$ cat src/sv/block_bitmap_allocator_top_macros.svh
// Assertion macros used by the bitmap allocator top module.
`ifndef BLOCK_BITMAP_ALLOCATOR_TOP_MACROS_SVH
`define BLOCK_BITMAP_ALLOCATOR_TOP_MACROS_SVH

`ifndef ASSERT_OFF
`define BBA_ASSERT_IMP(name, clk, rst_n, ante, cons) \
    name: assert property (@(posedge clk) disable iff (!(rst_n)) (ante) |-> (cons)) \
        else $error("bitmap allocator assertion failed");
`define BBA_ASSERT_NXT(name, clk, rst_n, ante, cons) \
    name: assert property (@(posedge clk) disable iff (!(rst_n)) (ante) |=> (cons)) \
        else $error("bitmap allocator assertion failed");
`else
`define BBA_ASSERT_IMP(name, clk, rst_n, ante, cons)
`define BBA_ASSERT_NXT(name, clk, rst_n, ante, cons)
`endif

`endif

$ cat src/sv/bba_pkg.sv
// Types and constants of the bitmap block allocator.
package bba_pkg;

    localparam int WORD_BITS = 64;
    localparam int BIT_W     = 6;
    localparam int ID_W      = 10;

    localparam logic OP_ALLOC = 1'b0;
    localparam logic OP_FREE  = 1'b1;

    typedef enum logic [1:0] {
        ST_CLEAR,
        ST_IDLE,
        ST_FREE,
        ST_ALLOC
    } t_state;

    typedef struct packed {
        logic            operation;
        logic [ID_W-1:0] block_id;
    } t_req;

    typedef struct packed {
        logic [ID_W-1:0] allocated_block;
        logic            disk_full;
    } t_resp;

    typedef struct packed {
        logic             found;
        logic [BIT_W-1:0] pos;
    } t_find_res;

endpackage

$ cat src/sv/bba_stream_if.sv
// Valid/ready channel that carries one word of payload type T.
interface bba_stream_if #(
    parameter type T = logic
) ();
    logic valid;
    logic ready;
    T     data;

    modport source (output valid, output data, input ready);
    modport sink   (input valid, input data, output ready);
endinterface

$ cat src/sv/block_bitmap_allocator_top.sv
// First-fit bitmap block allocator with a 64-bit-per-word occupancy memory.
// A free is one read and one write back; a free of block 0 or of a block past NUM_BLOCKS-1 is dropped.
// An allocate scans one word per cycle and registers its result after k words are read,
// k being 1 to NUM_WORDS (16 by default); it waits to register it while an earlier result is unread.
// One item is in work at a time; a waiting result does not block the next acceptance.
// After reset a clearing pass zeroes every bitmap word; no item is taken during it.
`include "block_bitmap_allocator_top_macros.svh"

module block_bitmap_allocator_top #(
    parameter int unsigned NUM_BLOCKS         = 1024,
    parameter int unsigned FIRST_USABLE_BLOCK = 2
) (
    input  logic         i_clk,
    input  logic         i_rst_n,
    bba_stream_if.sink   i_req,
    bba_stream_if.source o_resp
);
    localparam int unsigned NUM_WORDS =
        (NUM_BLOCKS + bba_pkg::WORD_BITS - 1) / bba_pkg::WORD_BITS;
    localparam int IDX_W = (NUM_WORDS > 1) ? $clog2(NUM_WORDS) : 1;
    localparam int W     = bba_pkg::WORD_BITS;

    bba_pkg::t_state    r_state, n_state;
    logic [IDX_W-1:0]   r_idx, n_idx;
    logic [bba_pkg::BIT_W-1:0] r_free_bit;
    logic [W-1:0]       r_rd_data;
    logic [W-1:0]       r_bitmap [NUM_WORDS];
    bba_pkg::t_resp     r_out, n_out;
    logic               r_out_valid;

    bba_pkg::t_find_res find_res;
    logic               in_ready, in_fire, free_ok, last, finish, can_out, ld_out;
    logic [IDX_W-1:0]   rd_addr;
    logic               wr_en;
    logic [W-1:0]       wr_data;

    bba_find #(
        .NUM_BLOCKS         (NUM_BLOCKS),
        .FIRST_USABLE_BLOCK (FIRST_USABLE_BLOCK),
        .IDX_W              (IDX_W)
    ) u_find (
        .i_word (r_rd_data),
        .i_idx  (r_idx),
        .o_res  (find_res)
    );

    assign in_fire = i_req.valid && in_ready;
    assign free_ok = (i_req.data.block_id != '0)
                     && (32'(i_req.data.block_id) < NUM_BLOCKS);
    assign last    = (r_idx == IDX_W'(NUM_WORDS - 1));
    assign finish  = find_res.found || last;
    assign can_out = !r_out_valid || o_resp.ready;

    always_comb begin
        n_state = r_state;
        unique case (r_state)
            bba_pkg::ST_CLEAR: begin
                if (last) begin
                    n_state = bba_pkg::ST_IDLE;
                end
            end
            bba_pkg::ST_IDLE: begin
                if (in_fire) begin
                    if (i_req.data.operation == bba_pkg::OP_ALLOC) begin
                        n_state = bba_pkg::ST_ALLOC;
                    end else if (free_ok) begin
                        n_state = bba_pkg::ST_FREE;
                    end
                end
            end
            bba_pkg::ST_FREE: begin
                n_state = bba_pkg::ST_IDLE;
            end
            bba_pkg::ST_ALLOC: begin
                if (finish && can_out) begin
                    n_state = bba_pkg::ST_IDLE;
                end
            end
            default: n_state = bba_pkg::ST_IDLE;
        endcase
    end

    always_comb begin
        in_ready = 1'b0;
        rd_addr  = r_idx;
        n_idx    = r_idx;
        wr_en    = 1'b0;
        wr_data  = r_rd_data;
        ld_out   = 1'b0;
        n_out    = r_out;
        unique case (r_state)
            bba_pkg::ST_CLEAR: begin
                wr_en   = 1'b1;
                wr_data = '0;
                n_idx   = last ? '0 : r_idx + 1'b1;
            end
            bba_pkg::ST_IDLE: begin
                in_ready = 1'b1;
                n_idx    = '0;
                if (i_req.data.operation == bba_pkg::OP_FREE) begin
                    rd_addr = IDX_W'(i_req.data.block_id >> bba_pkg::BIT_W);
                    n_idx   = IDX_W'(i_req.data.block_id >> bba_pkg::BIT_W);
                end else begin
                    rd_addr = '0;
                end
            end
            bba_pkg::ST_FREE: begin
                wr_en   = 1'b1;
                wr_data = r_rd_data & ~(W'(1) << r_free_bit);
            end
            bba_pkg::ST_ALLOC: begin
                if (finish && can_out) begin
                    ld_out = 1'b1;
                    if (find_res.found) begin
                        wr_en   = 1'b1;
                        wr_data = r_rd_data | (W'(1) << find_res.pos);
                        n_out.allocated_block = bba_pkg::ID_W'({r_idx, find_res.pos});
                        n_out.disk_full       = 1'b0;
                    end else begin
                        n_out.allocated_block = '0;
                        n_out.disk_full       = 1'b1;
                    end
                end else if (!finish) begin
                    rd_addr = r_idx + 1'b1;
                    n_idx   = r_idx + 1'b1;
                end
            end
            default: begin
                in_ready = 1'b0;
            end
        endcase
    end

    always_ff @(posedge i_clk) begin
        if (!i_rst_n) begin
            r_state     <= bba_pkg::ST_CLEAR;
            r_idx       <= '0;
            r_out_valid <= 1'b0;
        end else begin
            r_state <= n_state;
            r_idx   <= n_idx;
            if (ld_out) begin
                r_out_valid <= 1'b1;
            end else if (o_resp.ready) begin
                r_out_valid <= 1'b0;
            end
        end
    end

    always_ff @(posedge i_clk) begin
        if (in_fire) begin
            r_free_bit <= i_req.data.block_id[bba_pkg::BIT_W-1:0];
        end
        if (ld_out) begin
            r_out <= n_out;
        end
    end

    always_ff @(posedge i_clk) begin
        if (wr_en) begin
            r_bitmap[r_idx] <= wr_data;
        end
        r_rd_data <= r_bitmap[rd_addr];
    end

    assign i_req.ready  = in_ready;
    assign o_resp.valid = r_out_valid;
    assign o_resp.data  = r_out;

    `BBA_ASSERT_IMP(a_no_result_in_clear, i_clk, i_rst_n,
        r_state == bba_pkg::ST_CLEAR, !o_resp.valid)
    `BBA_ASSERT_IMP(a_full_gives_zero, i_clk, i_rst_n,
        o_resp.valid && o_resp.data.disk_full, o_resp.data.allocated_block == '0)
    `BBA_ASSERT_NXT(a_alloc_starts_scan, i_clk, i_rst_n,
        in_fire && (i_req.data.operation == bba_pkg::OP_ALLOC),
        (r_state == bba_pkg::ST_ALLOC) && (r_idx == '0))
    `BBA_ASSERT_IMP(a_scan_in_range, i_clk, i_rst_n,
        r_state == bba_pkg::ST_ALLOC, r_idx <= IDX_W'(NUM_WORDS - 1))
    `BBA_ASSERT_IMP(a_no_result_overwrite, i_clk, i_rst_n,
        ld_out, !r_out_valid || o_resp.ready)
endmodule

$ cat src/sv/bba_find.sv
// Lowest free usable bit of one bitmap word.
module bba_find #(
    parameter int unsigned NUM_BLOCKS         = 1024,
    parameter int unsigned FIRST_USABLE_BLOCK = 2,
    parameter int unsigned IDX_W              = 4
) (
    input  logic [bba_pkg::WORD_BITS-1:0] i_word,
    input  logic [IDX_W-1:0]              i_idx,
    output bba_pkg::t_find_res            o_res
);
    localparam int BLK_W = IDX_W + bba_pkg::BIT_W;
    localparam int CMP_W = BLK_W + 1;

    logic [bba_pkg::WORD_BITS-1:0] avail;

    always_comb begin
        logic [CMP_W-1:0] blk;
        blk = '0;
        for (int b = 0; b < bba_pkg::WORD_BITS; b++) begin
            blk      = {1'b0, i_idx, bba_pkg::BIT_W'(b)};
            avail[b] = !i_word[b] && (blk >= CMP_W'(FIRST_USABLE_BLOCK))
                       && (blk < CMP_W'(NUM_BLOCKS));
        end
    end

    always_comb begin
        o_res.found = |avail;
        o_res.pos   = '0;
        for (int b = bba_pkg::WORD_BITS - 1; b >= 0; b--) begin
            if (avail[b]) begin
                o_res.pos = bba_pkg::BIT_W'(b);
            end
        end
    end
endmodule

$ cat src/flat_wrapper.sv
// flat-port wrapper written by rule: the top's interface ports become plain ports
module block_bitmap_allocator_top_flat 
#(
    parameter int unsigned NUM_BLOCKS         = 1024,
    parameter int unsigned FIRST_USABLE_BLOCK = 2
)
  (i_clk, i_rst_n, i_req_valid, i_req_data, i_req_ready, o_resp_valid, o_resp_data, o_resp_ready);
  bba_stream_if #(.T(bba_pkg::t_req)) i_req_i ();
  bba_stream_if #(.T(bba_pkg::t_resp)) o_resp_i ();
  input  logic i_clk;
  input  logic i_rst_n;
  input wire logic [$bits(i_req_i.valid)-1:0] i_req_valid;
  input wire logic [$bits(i_req_i.data)-1:0] i_req_data;
  output wire logic [$bits(i_req_i.ready)-1:0] i_req_ready;
  output wire logic [$bits(o_resp_i.valid)-1:0] o_resp_valid;
  output wire logic [$bits(o_resp_i.data)-1:0] o_resp_data;
  input wire logic [$bits(o_resp_i.ready)-1:0] o_resp_ready;
  assign i_req_i.valid = i_req_valid;
  assign i_req_i.data = i_req_data;
  assign i_req_ready = i_req_i.ready;
  assign o_resp_valid = o_resp_i.valid;
  assign o_resp_data = o_resp_i.data;
  assign o_resp_i.ready = o_resp_ready;
  block_bitmap_allocator_top #(.NUM_BLOCKS(NUM_BLOCKS), .FIRST_USABLE_BLOCK(FIRST_USABLE_BLOCK)) u_core (.i_clk(i_clk), .i_rst_n(i_rst_n), .i_req(i_req_i), .o_resp(o_resp_i));
endmodule
$ cat config.mk
export PLATFORM = sky130hd
export DESIGN_NAME = block_bitmap_allocator_top_flat
export DESIGN_NICKNAME = d
export VERILOG_FILES = /design/src/sv/bba_pkg.sv /design/src/sv/bba_stream_if.sv /design/src/sv/block_bitmap_allocator_top.sv /design/src/sv/bba_find.sv /design/src/flat_wrapper.sv
export VERILOG_INCLUDE_DIRS = /design/src /design/src/sv
export SDC_FILE = /design/constraint.sdc
export NUM_CORES = 1
export LEC_CHECK = 0
export BUFFER_PORTS_ARGS = -buffer_cell sky130_fd_sc_hd__buf_2
export CAP_MARGIN = 20
export CELL_PAD_IN_SITES_DETAIL_PLACEMENT = 1
export CELL_PAD_IN_SITES_GLOBAL_PLACEMENT = 1
export CORE_MARGIN = 5
export CORE_UTILIZATION = 35
export CTS_BUF_LIST = sky130_fd_sc_hd__clkbuf_8
export DETAILED_ROUTE_END_ITERATION = 16
export GPL_TIMING_DRIVEN = 0
export PLACE_DENSITY = 0.58
export REMOVE_ABC_BUFFERS = 1
export SLEW_MARGIN = 20
export SYNTH_ARGS = -nofsm -noshare
export SYNTH_HDL_FRONTEND = slang
export SYNTH_SLANG_ARGS = --single-unit
$ cat constraint.sdc
create_clock -name i_clk -period 10.4 [get_ports i_clk]
set_clock_uncertainty 0.15 [all_clocks]
set_input_delay 2.08 -clock i_clk [delete_from_list [all_inputs] [get_ports i_clk]]
set_output_delay 2.08 -clock i_clk [all_outputs]
set_load 0.02 [all_outputs]
Yosys cells after proc, flatten, opt, wreduce, memory -nomap -nowiden
Memories as Yosys holds them, arrays and structs flattened. A register that Yosys moved wholly into a read port is not among the register bits.
Index checks and enable logic that the tools add are counted.
{"block": "op_classes", "shift": 2, "mux": 90, "n_lt_le_gt_ge": 2, "n_eq_ne": 8, "bitwise": 3, "n_reduce_logical": 79, "n_addsub": 1}
{"cell": "$mux 6", "count": 64}
{"cell": "$pmux 64 s3", "count": 1}
{"cell": "$mux 64", "count": 2}
{"cell": "$shl 1x6->64 const A", "count": 2}
{"cell": "$logic_not 1->1", "count": 65}
{"cell": "$and 64x64->64", "count": 1}
{"cell": "$not 64->64", "count": 1}
{"cell": "$or 64x64->64", "count": 1}
{"cell": "$reduce_or 64->1", "count": 1}
{"cell": "$ge 10x2->1 const B", "count": 2}
{"cell": "$mux 4", "count": 4}
{"cell": "$pmux 4 s3", "count": 1}
{"cell": "$mux 1", "count": 10}
{"cell": "$mux 2", "count": 5}
{"cell": "$reduce_bool 10->1", "count": 1}
{"cell": "$pmux 2 s4", "count": 1}
{"cell": "$pmux 4 s2", "count": 1}
{"cell": "$ne 2x1->1 const B", "count": 3}
{"cell": "$add 4x1->4 const B", "count": 1}
{"cell": "$eq 2x2->1 const B", "count": 2}
{"cell": "$eq 4x4->1 const B", "count": 1}
{"cell": "$logic_and 1x1->1", "count": 4}
{"cell": "$reduce_and 4->1", "count": 1}
{"cell": "$ne 3x2->1 const B", "count": 1}
{"cell": "8 further kinds", "count": 9}
{"block": "totals", "inputBits": 15, "n_memories": 1, "ramBits": 1024, "register_bits": 24, "word_cells": 192}
{"name": "u_core.r_bitmap", "depth": 16, "word_bits": 64, "rd": 1, "rd_clocked_by_memory_dff": 1, "write_ports": 1, "line_no": "block_bitmap_allocator_top.sv:27", "source": "logic [W-1:0] r_bitmap [NUM_WORDS];"}

Longest topological paths before layout
Gate-level depths: netlist of run 1.
{"block": "logic_depth", "depth_word": 69, "depth_mapped": 15, "ltp_nobuf": 11}

Hierarchy
From an unflattened synthesis of run 1, not the netlist that was laid out.
{"block": "unflattened", "cells_unflattened": 3361, "hier_area_um2": 44953.1}
{"module": "block_bitmap_allocator_top", "area_per_inst_um2": 44144.8, "cells_each": 3215, "seq_area_each_um2": 32681.3, "n_inst": 1}
{"module": "bba_find", "area_per_inst_um2": 808.3, "cells_each": 146, "seq_area_each_um2": 0.0, "n_inst": 1}

Least setup slack after synthesis of run 1
No wires, ideal clock.
{"block": "synth_timing", "kind": "input-to-reg", "from": "input port o_resp_ready", "to": "memory u_core.r_bitmap[0][0] (netlist name) (enable)", "cell_stages": 5, "t_arrival_ps": 7131, "path_slack_ps": 2555, "path_buffers": 0, "t_required_ps": 9685, "path_cell_list": "nand2b_1 > nand2_1 > o21ai_0 > nand2_1 > nor3_1"}
{"block": "synth_between", "elab_chain_cells": 6}
{"item": "from (decl)", "line_no": "flat_wrapper.sv:17", "source": "input wire logic [$bits(o_resp_i.ready)-1:0] o_resp_ready;"}
{"item": "$logic_or 1x1->1", "line_no": "block_bitmap_allocator_top.sv:52", "source": "assign can_out = !r_out_valid || o_resp.ready;"}
{"item": "$logic_and 1x1->1", "line_no": "block_bitmap_allocator_top.sv:112", "source": "if (finish && can_out) begin"}
{"item": "$mux 1", "line_no": "block_bitmap_allocator_top.sv:112"}
{"item": "$pmux 1 s2", "line_no": "block_bitmap_allocator_top.sv:91", "source": "unique case (r_state)"}
{"item": "$mux 1", "line_no": "block_bitmap_allocator_top.sv:160", "source": "if (wr_en) begin"}
{"item": "$mux 1 (implied by the code)", "line_no": "block_bitmap_allocator_top.sv:161", "source": "r_bitmap[r_idx] <= wr_data;"}
{"item": "to (decl)", "line_no": "block_bitmap_allocator_top.sv:27"}
No other way between the ends.

Final worst setup path of run 1
{"block": "layout_timing", "from": "register u_core.r_idx[0]", "to": "register u_core.r_rd_data[20], read port of u_core.r_bitmap"}
{"block": "layout_between", "elab_chain_cells": 7, "word_cells_on_any_way": 12, "classes_between": "add/sub (1); order compare (2); eq/ne (1); mux (3); reduce/logical (5)"}
{"item": "from (decl)", "line_no": "block_bitmap_allocator_top.sv:24", "source": "logic [IDX_W-1:0] r_idx, n_idx;"}
{"item": "from (signal assigned)", "line_no": "block_bitmap_allocator_top.sv:141", "source": "r_idx <= n_idx;"}
{"item": "$ge 10x2->1", "line_no": "bba_find.sv:21", "source": "avail[b] = !i_word[b] && (blk >= CMP_W'(FIRST_USABLE_BLOCK))"}
{"item": "$logic_and 1x1->1", "line_no": "bba_find.sv:21"}
{"item": "$reduce_or 64->1", "line_no": "bba_find.sv:27", "source": "o_res.found = |avail;"}
{"item": "$logic_or 1x1->1", "line_no": "block_bitmap_allocator_top.sv:51", "source": "assign finish = find_res.found || last;"}
{"item": "$mux 4 or $logic_and 1x1->1 (tied branches)"}
{"item": "$mux 4", "line_no": "block_bitmap_allocator_top.sv:112"}
{"item": "$pmux 4 s2 (*)", "line_no": "block_bitmap_allocator_top.sv:91"}
{"item": "to (decl)", "line_no": "block_bitmap_allocator_top.sv:26", "source": "logic [W-1:0] r_rd_data;"}
Mark *: on every way between the ends. The rest lies on a longest branch, timed or not.
A chain may end at the register's enable or synchronous reset.

==> run metrics, run 1 <==
cell with the most instances after synthesis=edfxtp_1; worst slew pin tran=1091 ps; fin crit share=between 50 and 60%; Starting DRT DRC Count=2377; GR Util All Layers=18.30%; Antenna Nets Post-Route=0; layout cell share with drive strength beyond 1=a little over a fifth; Yosys top cell area share=between 60% and 70%; Crit Path Max Fanout=13; mean area per synthesized cell=15.81 sq um; # H-tree levels=4; fin worst setup slack=4507 ps; die footprint=136800 sq um; max_slew headroom=between 20% and 30%; async set-reset flop share out of synthesis=0%; cts repair resizes=0; RSZ-0062 raised after global routing=false; # rows=about 130; Internal=7129 uW; Remaining DRCs=0; # fillers=around 13000; Hold Crit Class=register to register; Comb pwr share=under 10%; vias in the first global route=around 29000; final hold violation count=0; Clk Latency, worst-skew pair=~870 ps; Core Box Area=~130000 sq um; final wirelength=between 100 and 150 mm; first-pass GRT wire length=about 190 mm; Worst Path Arrival=6440 ps; clk sinks=approximately 1100; fin util=a little over 40%; setup bufs post-CTS=0; number of library cell types mapped by synthesis=between 70 and 80; largest net degree at the start of global routing=60; Area contributors post-synth=edfxtp_1 (69%), mux2i_1 (8.5%), mux2_2 (3.2%), dfxtp_1 (3.1%), a22oi_1 (2.1%); sequential share of the synthesized area=a little over 70%; multi-input logic area=roughly 12000 sq um; clock network fraction of total power=between 30% and 40%; Startpoint Class=register; Fin Setup TNS=0 ps; Sequential cell area=32680 sq um; # Max-Cap Violations=0; global route total overflow=0; Switch Pwr=between 2000 and 2500 uW; Yosys warnings=0; commonest register cell after synthesis=edfxtp_1; Syn Inst Count=around 2900; Avg WL per Cell=roughly 25 um; Ports=28; result of the run=completed; Req. time, crit path=between 10000 and 15000 ps; via count=26675; CTS tree=built; HPWL after DPL=around 87 mm; die height=approximately 370 um; post-cts hold buffer count=0; critical setup path kind=register to register; Final Max Slew Viols=0; fin nets=3132; Flop pwr share=a little over half; R2R setup slack=between 4000 and 5000 ps; pre-CTS WS=4210 ps; Post-synth top cells=edfxtp_1 (1041), mux2i_1 (384), nand2_1 (206), a21oi_1 (139), o21ai_0 (132); vias per cell=5.326; CTS Buffer Depth=3; clock slew at reported path FFs=approximately 80 ps; CTS buffer count=about 180; largest area contributor in the synthesized netlist=edfxtp_1; IO Port Bufs=27; Max VDD drop=around 0.11 mV; Pleak=between 0.02 and 0.025 uW; max frequency=approximately 170 MHz; CTS Root Cell=clkbuf_8; Die X-Extent=369.8 um; initial antenna violation count=5; pwr dens=177.4 nW/um^2; post-route minimum period=~6000 ps; Post-synth EDFFs=around 1000; # setup viols final=0; area grow syn2layout=18.18%; CP Capture Type=register; Sw Share=between 20% and 30%; flops & latches, synth=about 1100; Initial Util=a little over a third; GP Congestion=0.8616; drt pass-1 iters=5; Synth Cell Area=roughly 45000 sq um
## power by group through the flow
stage,clock [uW],combinational (uW),sequential [uW]
floorplan,0,880,5150
global placement,0,1300,5230
detailed placement,0,889,5200
CTS,3600,895,5110
global route,3830,952,5120
finish,3490,889,5110
## flip-flops by register name (all words and copies together) (netlist names)
signal,count
u_core.o_resp.valid,1
u_core.r_rd_data,64
u_core.r_free_bit,6
u_core.r_idx,4
u_core.o_resp.data,11
u_core.r_state,2
u_core.r_bitmap,1024
## layer usage
metal | up-vias | track usage, % | wire (um)
met5 | - | 0 | 11
met2 | 735 | 30.20 | 61430
met4 | 2 | 5.553 | 3080
met3 | 212 | 3.228 | 6082
li1 | 11856 | - | -
met1 | 13870 | 24.80 | 56600
## stage by stage
step | hold WS (ps) | instance area, sq um | std cells | total power, uW
3_3_place_gp | 431.8 | 46550 | 4458 | 6536
6_report | 492.4 | 53550 | 5008 | 9498
3_5_place_dp | 473.9 | 50120 | 4672 | 6088
5_1_grt | 516.3 | 53540 | 5007 | 9898
4_1_cts | 484.8 | 53490 | 5006 | 9603
2_1_floorplan | 370.6 | 44230 | 2689 | 6027
## final timing paths
kind | startpoint | endpoint | cells after the start
worst max-delay path | u_core.r_idx[0]$_SDFFE_PN0P_ | u_core.r_rd_data[20]$_DFF_P_ | 21
worst max register to register | u_core.r_idx[0]$_SDFFE_PN0P_ | u_core.r_rd_data[20]$_DFF_P_ | 21
worst min-delay path | u_core.r_idx[0]$_SDFFE_PN0P_ | u_core.r_idx[0]$_SDFFE_PN0P_ | 2
worst min register to register | u_core.r_idx[0]$_SDFFE_PN0P_ | u_core.r_idx[0]$_SDFFE_PN0P_ | 2
## critical path, cell delays in order, from the launching register on
cell and delay, ps:
dfxtp_1 410, inv_1 270, ha_1 340, or3b_4 450, a211oi_4 290, and3_2 350
a311oi_1 180, a211oi_4 540, buf_8 230, buf_6 170, buf_6 170, buf_6 200
buf_6 170, buf_6 190, buf_8 190, buf_6 200, buf_6 210, buf_6 180
mux2i_1 180, mux2_2 160, o22ai_1 90, a221o_1 360
## area by class of cell
| type | instances | share of cell area (%) |
|---|---|---|
| inverters | 22 | 0.1542 |
| clock inverters | 141 | 1.316 |
| diodes | 2 | 0.009347 |
| flip-flops and latches | 1112 | 61.04 |
| well taps | 1742 | 4.070 |
| repair buffers | 241 | 6.510 |
| clock buffers | 193 | 4.961 |
| multi-input cells | 1555 | 21.94 |
## cells in the final DEF, fill, tap and decap left out, types with 43 or more instances in the layout
cell type	instances
a221o_1	64
dfxtp_1	69
a21oi_2	44
o21ai_0	80
edfxtp_1	1041
o22ai_1	65
mux2i_1	384
inv_1	90
buf_4	74
nor2_1	43
a22oi_1	128
nand2_1	205
mux2_2	128
buf_16	60
a21oi_1	137
clkbuf_8	193
## logic make-up after synthesis
family / synth area share [%]
compound gates: 9.538
fa+ha+maj: 0.1105
buf+inv: 2.560
flops: 72.13
mux: 11.66
simple gates: 3.999
No activity file was read; power rests on OpenSTA's default activity.
==> run 2: changes to the inputs <==
- clock period: 10.4 -> 5.5 ns (I/O delays scaled with it)
==> run metrics, run 2 (synthesized netlist as in run 1, its figures left out) <==
result of the run=completed (unchanged); die footprint=136800 sq um (unchanged); fin nets=3136 (was 3132); post-route cell area=53600 sq um (was 53550 sq um); vias per cell=5.335 (was 5.326); Initial Util=35.08% (unchanged); Largest register FFs=1024 (unchanged); met2 Usage GRT=30.20% (unchanged); die height=369.8 um (unchanged); final wirelength=127.3 mm (was 127.2 mm); GR Util All Layers=18.30% (about the same); # rows=132 (unchanged); RSZ-0062 raised after global routing=false (unchanged); drt pass-1 iters=5 (unchanged); Hold Crit Class=input port to register (was register to register); IO Port Bufs=27 (unchanged); clk sinks=1112 (unchanged); Antenna Nets Post-Route=0 (unchanged); first-pass GRT wire length=186.4 mm (was 186.3 mm); # Max-Cap Violations=0 (unchanged); CTS tree=built (unchanged); Fin Setup TNS=0 ps (unchanged); Pleak=0.02010 uW (was 0.02008 uW); Hold Startpoint=i_req_data[5] (was u_core.r_idx[0]$_SDFFE_PN0P_); Max VDD drop=0.2159 mV (was 0.1142 mV); Worst R2R Path Depth=9 (was 21); GP Congestion=0.8616 (unchanged); HPWL after DPL=86.88 mm (unchanged); Die X-Extent=369.8 um (unchanged); max frequency=190.0 MHz (was 169.7 MHz); max_slew headroom=27.33% (was 26.80%); largest net degree at the start of global routing=60 (unchanged); worst slew pin tran=1084 ps (was 1091 ps); layout cell share with drive strength beyond 1=21.91% (was 21.69%); met1 usage=24.80% (about the same); worst flop-to-flop path endpoint=u_core.r_bitmap[2][46]$_DFFE_PP_ (was u_core.r_rd_data[20]$_DFF_P_); CP Capture Type=register (unchanged); worst hold endpoint=u_core.r_free_bit[5]$_DFFE_PP_ (was u_core.r_idx[0]$_SDFFE_PN0P_); Ports=28 (unchanged); Crit Path Max Fanout=17 (was 13); via count=26741 (was 26675); # H-tree levels=4 (unchanged); Req. time, crit path=5830 ps (was 10940 ps); critical setup path kind=register to register (unchanged); placed cell area=50120 sq um (unchanged); commonest non-fill, non-tap cell in the layout=edfxtp_1 (unchanged); initial antenna violation count=5 (unchanged); most frequent cells in the layout=edfxtp_1 (1041), mux2i_1 (384), nand2_1 (205) (unchanged); Core Box Area=129200 sq um (unchanged); Final Max Slew Viols=0 (unchanged); vias in the first global route=28601 (was 28594); clock slew at reported path FFs=60 ps (was 80 ps); final hold violation count=0 (unchanged); pwr dens=335.2 nW/um^2 (was 177.4 nW/um^2); global route total overflow=0 (unchanged); Clk Latency, worst-skew pair=870 ps (about the same); r2r startpoint=u_core.r_idx[3]$_SDFFE_PN0P_ (was u_core.r_idx[0]$_SDFFE_PN0P_); CTS Root Cell=clkbuf_8 (unchanged); Worst Path Arrival=5600 ps (was 6440 ps); post-route minimum period=5264 ps (was 5893 ps); Starting DRT DRC Count=2429 (was 2377); gr busiest metal=met2 (unchanged); Startpoint Class=register (unchanged); Avg WL per Cell=25.39 um (was 25.40 um); CTS buffer count=181 (unchanged); Largest Register=u_core.r_bitmap (unchanged); Hold Path Stages=1 (was 2); met3 GRT Util=3.228% (unchanged); fin crit share=95.71% (was 56.66%); R2R setup slack=240 ps (was 4510 ps); CTS Buffer Depth=3 (unchanged); area grow syn2layout=18.29% (was 18.18%); # setup viols final=0 (unchanged); Remaining DRCs=0 (unchanged)
run 2: changes by cell type in the layout (fill, tap and decap cells not counted), sizes merged:
cell,delta
buf,+4
run 2: power breakdown:
part	leakage, uW	switching [uW]	internal [uW]	total (uW)
Sequential	0.0110	248	9420	9670
Combinational	0.00716	973	714	1690
Clock	0.00197	3260	3350	6610
run 2: timing repair:
action                     4_1_cts  5_1_grt
pin swaps                        1        2
setup buffers                    1        3
gates resized for setup          3        3
hold buffers                     0        0
setup endpoints to repair        8        3
run 2: stage by stage:
| step | instances | hold WS (ps) | setup slack (ps) | total power, uW | utilization (%) |
|---|---|---|---|---|---|
| after CTS | 5007 | 229.4 | 45.62 | 18160 | 41.42 |
| after global routing | 5011 | 265.5 | 8.911 | 18720 | 41.50 |
| after global placement | 4458 | 431.8 | -35370 | 12360 | 36.04 |
| after floorplan | 2689 | 370.6 | -23790 | 11400 | - |
| final | 5012 | 326.2 | 236.1 | 17960 | 41.50 |
| after detailed placement | 4672 | 473.9 | -293.5 | 11510 | 38.81 |
run 2: final cells by class:
cell class,count,area [sq um]
fillers,12933,75560
repair buffers,245,3516
clock inverters,141,704.4
diodes,2,5.005
inverters,22,82.58
multi-input cells,1555,11770
well taps,1742,2180
flip-flops and latches,1112,32680
clock buffers,193,2656
run 2: critical path: stages (launching register included):
cell,delay [ps]
dfxtp_1,560
nor2_1,280
a21oi_1,160
a211o_1,290
a31oi_1,300
inv_1,70
o311ai_1,810
or2_2,400
nand3_1,720
o21ai_1,1110
run 2: worst max path at each step:
stage / startpoint / to / slack (ps)
after global routing: u_core.r_idx[1]$_SDFFE_PN0P_ / u_core.r_rd_data[20]$_DFF_P_ / 9
after CTS: u_core.r_idx[0]$_SDFFE_PN0P_ / u_core.r_rd_data[20]$_DFF_P_ / 50
after global placement: u_core.r_state[0]$_SDFFE_PN0P_ / u_core.r_rd_data[63]$_DFF_P_ / -35370
final: u_core.r_idx[3]$_SDFFE_PN0P_ / u_core.r_bitmap[2][46]$_DFFE_PP_ / 240
after detailed placement: u_core.r_idx[0]$_SDFFE_PN0P_ / u_core.r_rd_data[20]$_DFF_P_ / -290
after floorplan: u_core.r_state[0]$_SDFFE_PN0P_ / u_core.r_rd_data[62]$_DFF_P_ / -23790
run 2: layer usage:
metal	part of all wire [%]	up-vias
li1	-	11871
met1	44	13880
met2	48	770
met3	4.8	218
met4	2.5	2
met5	0.0086	-
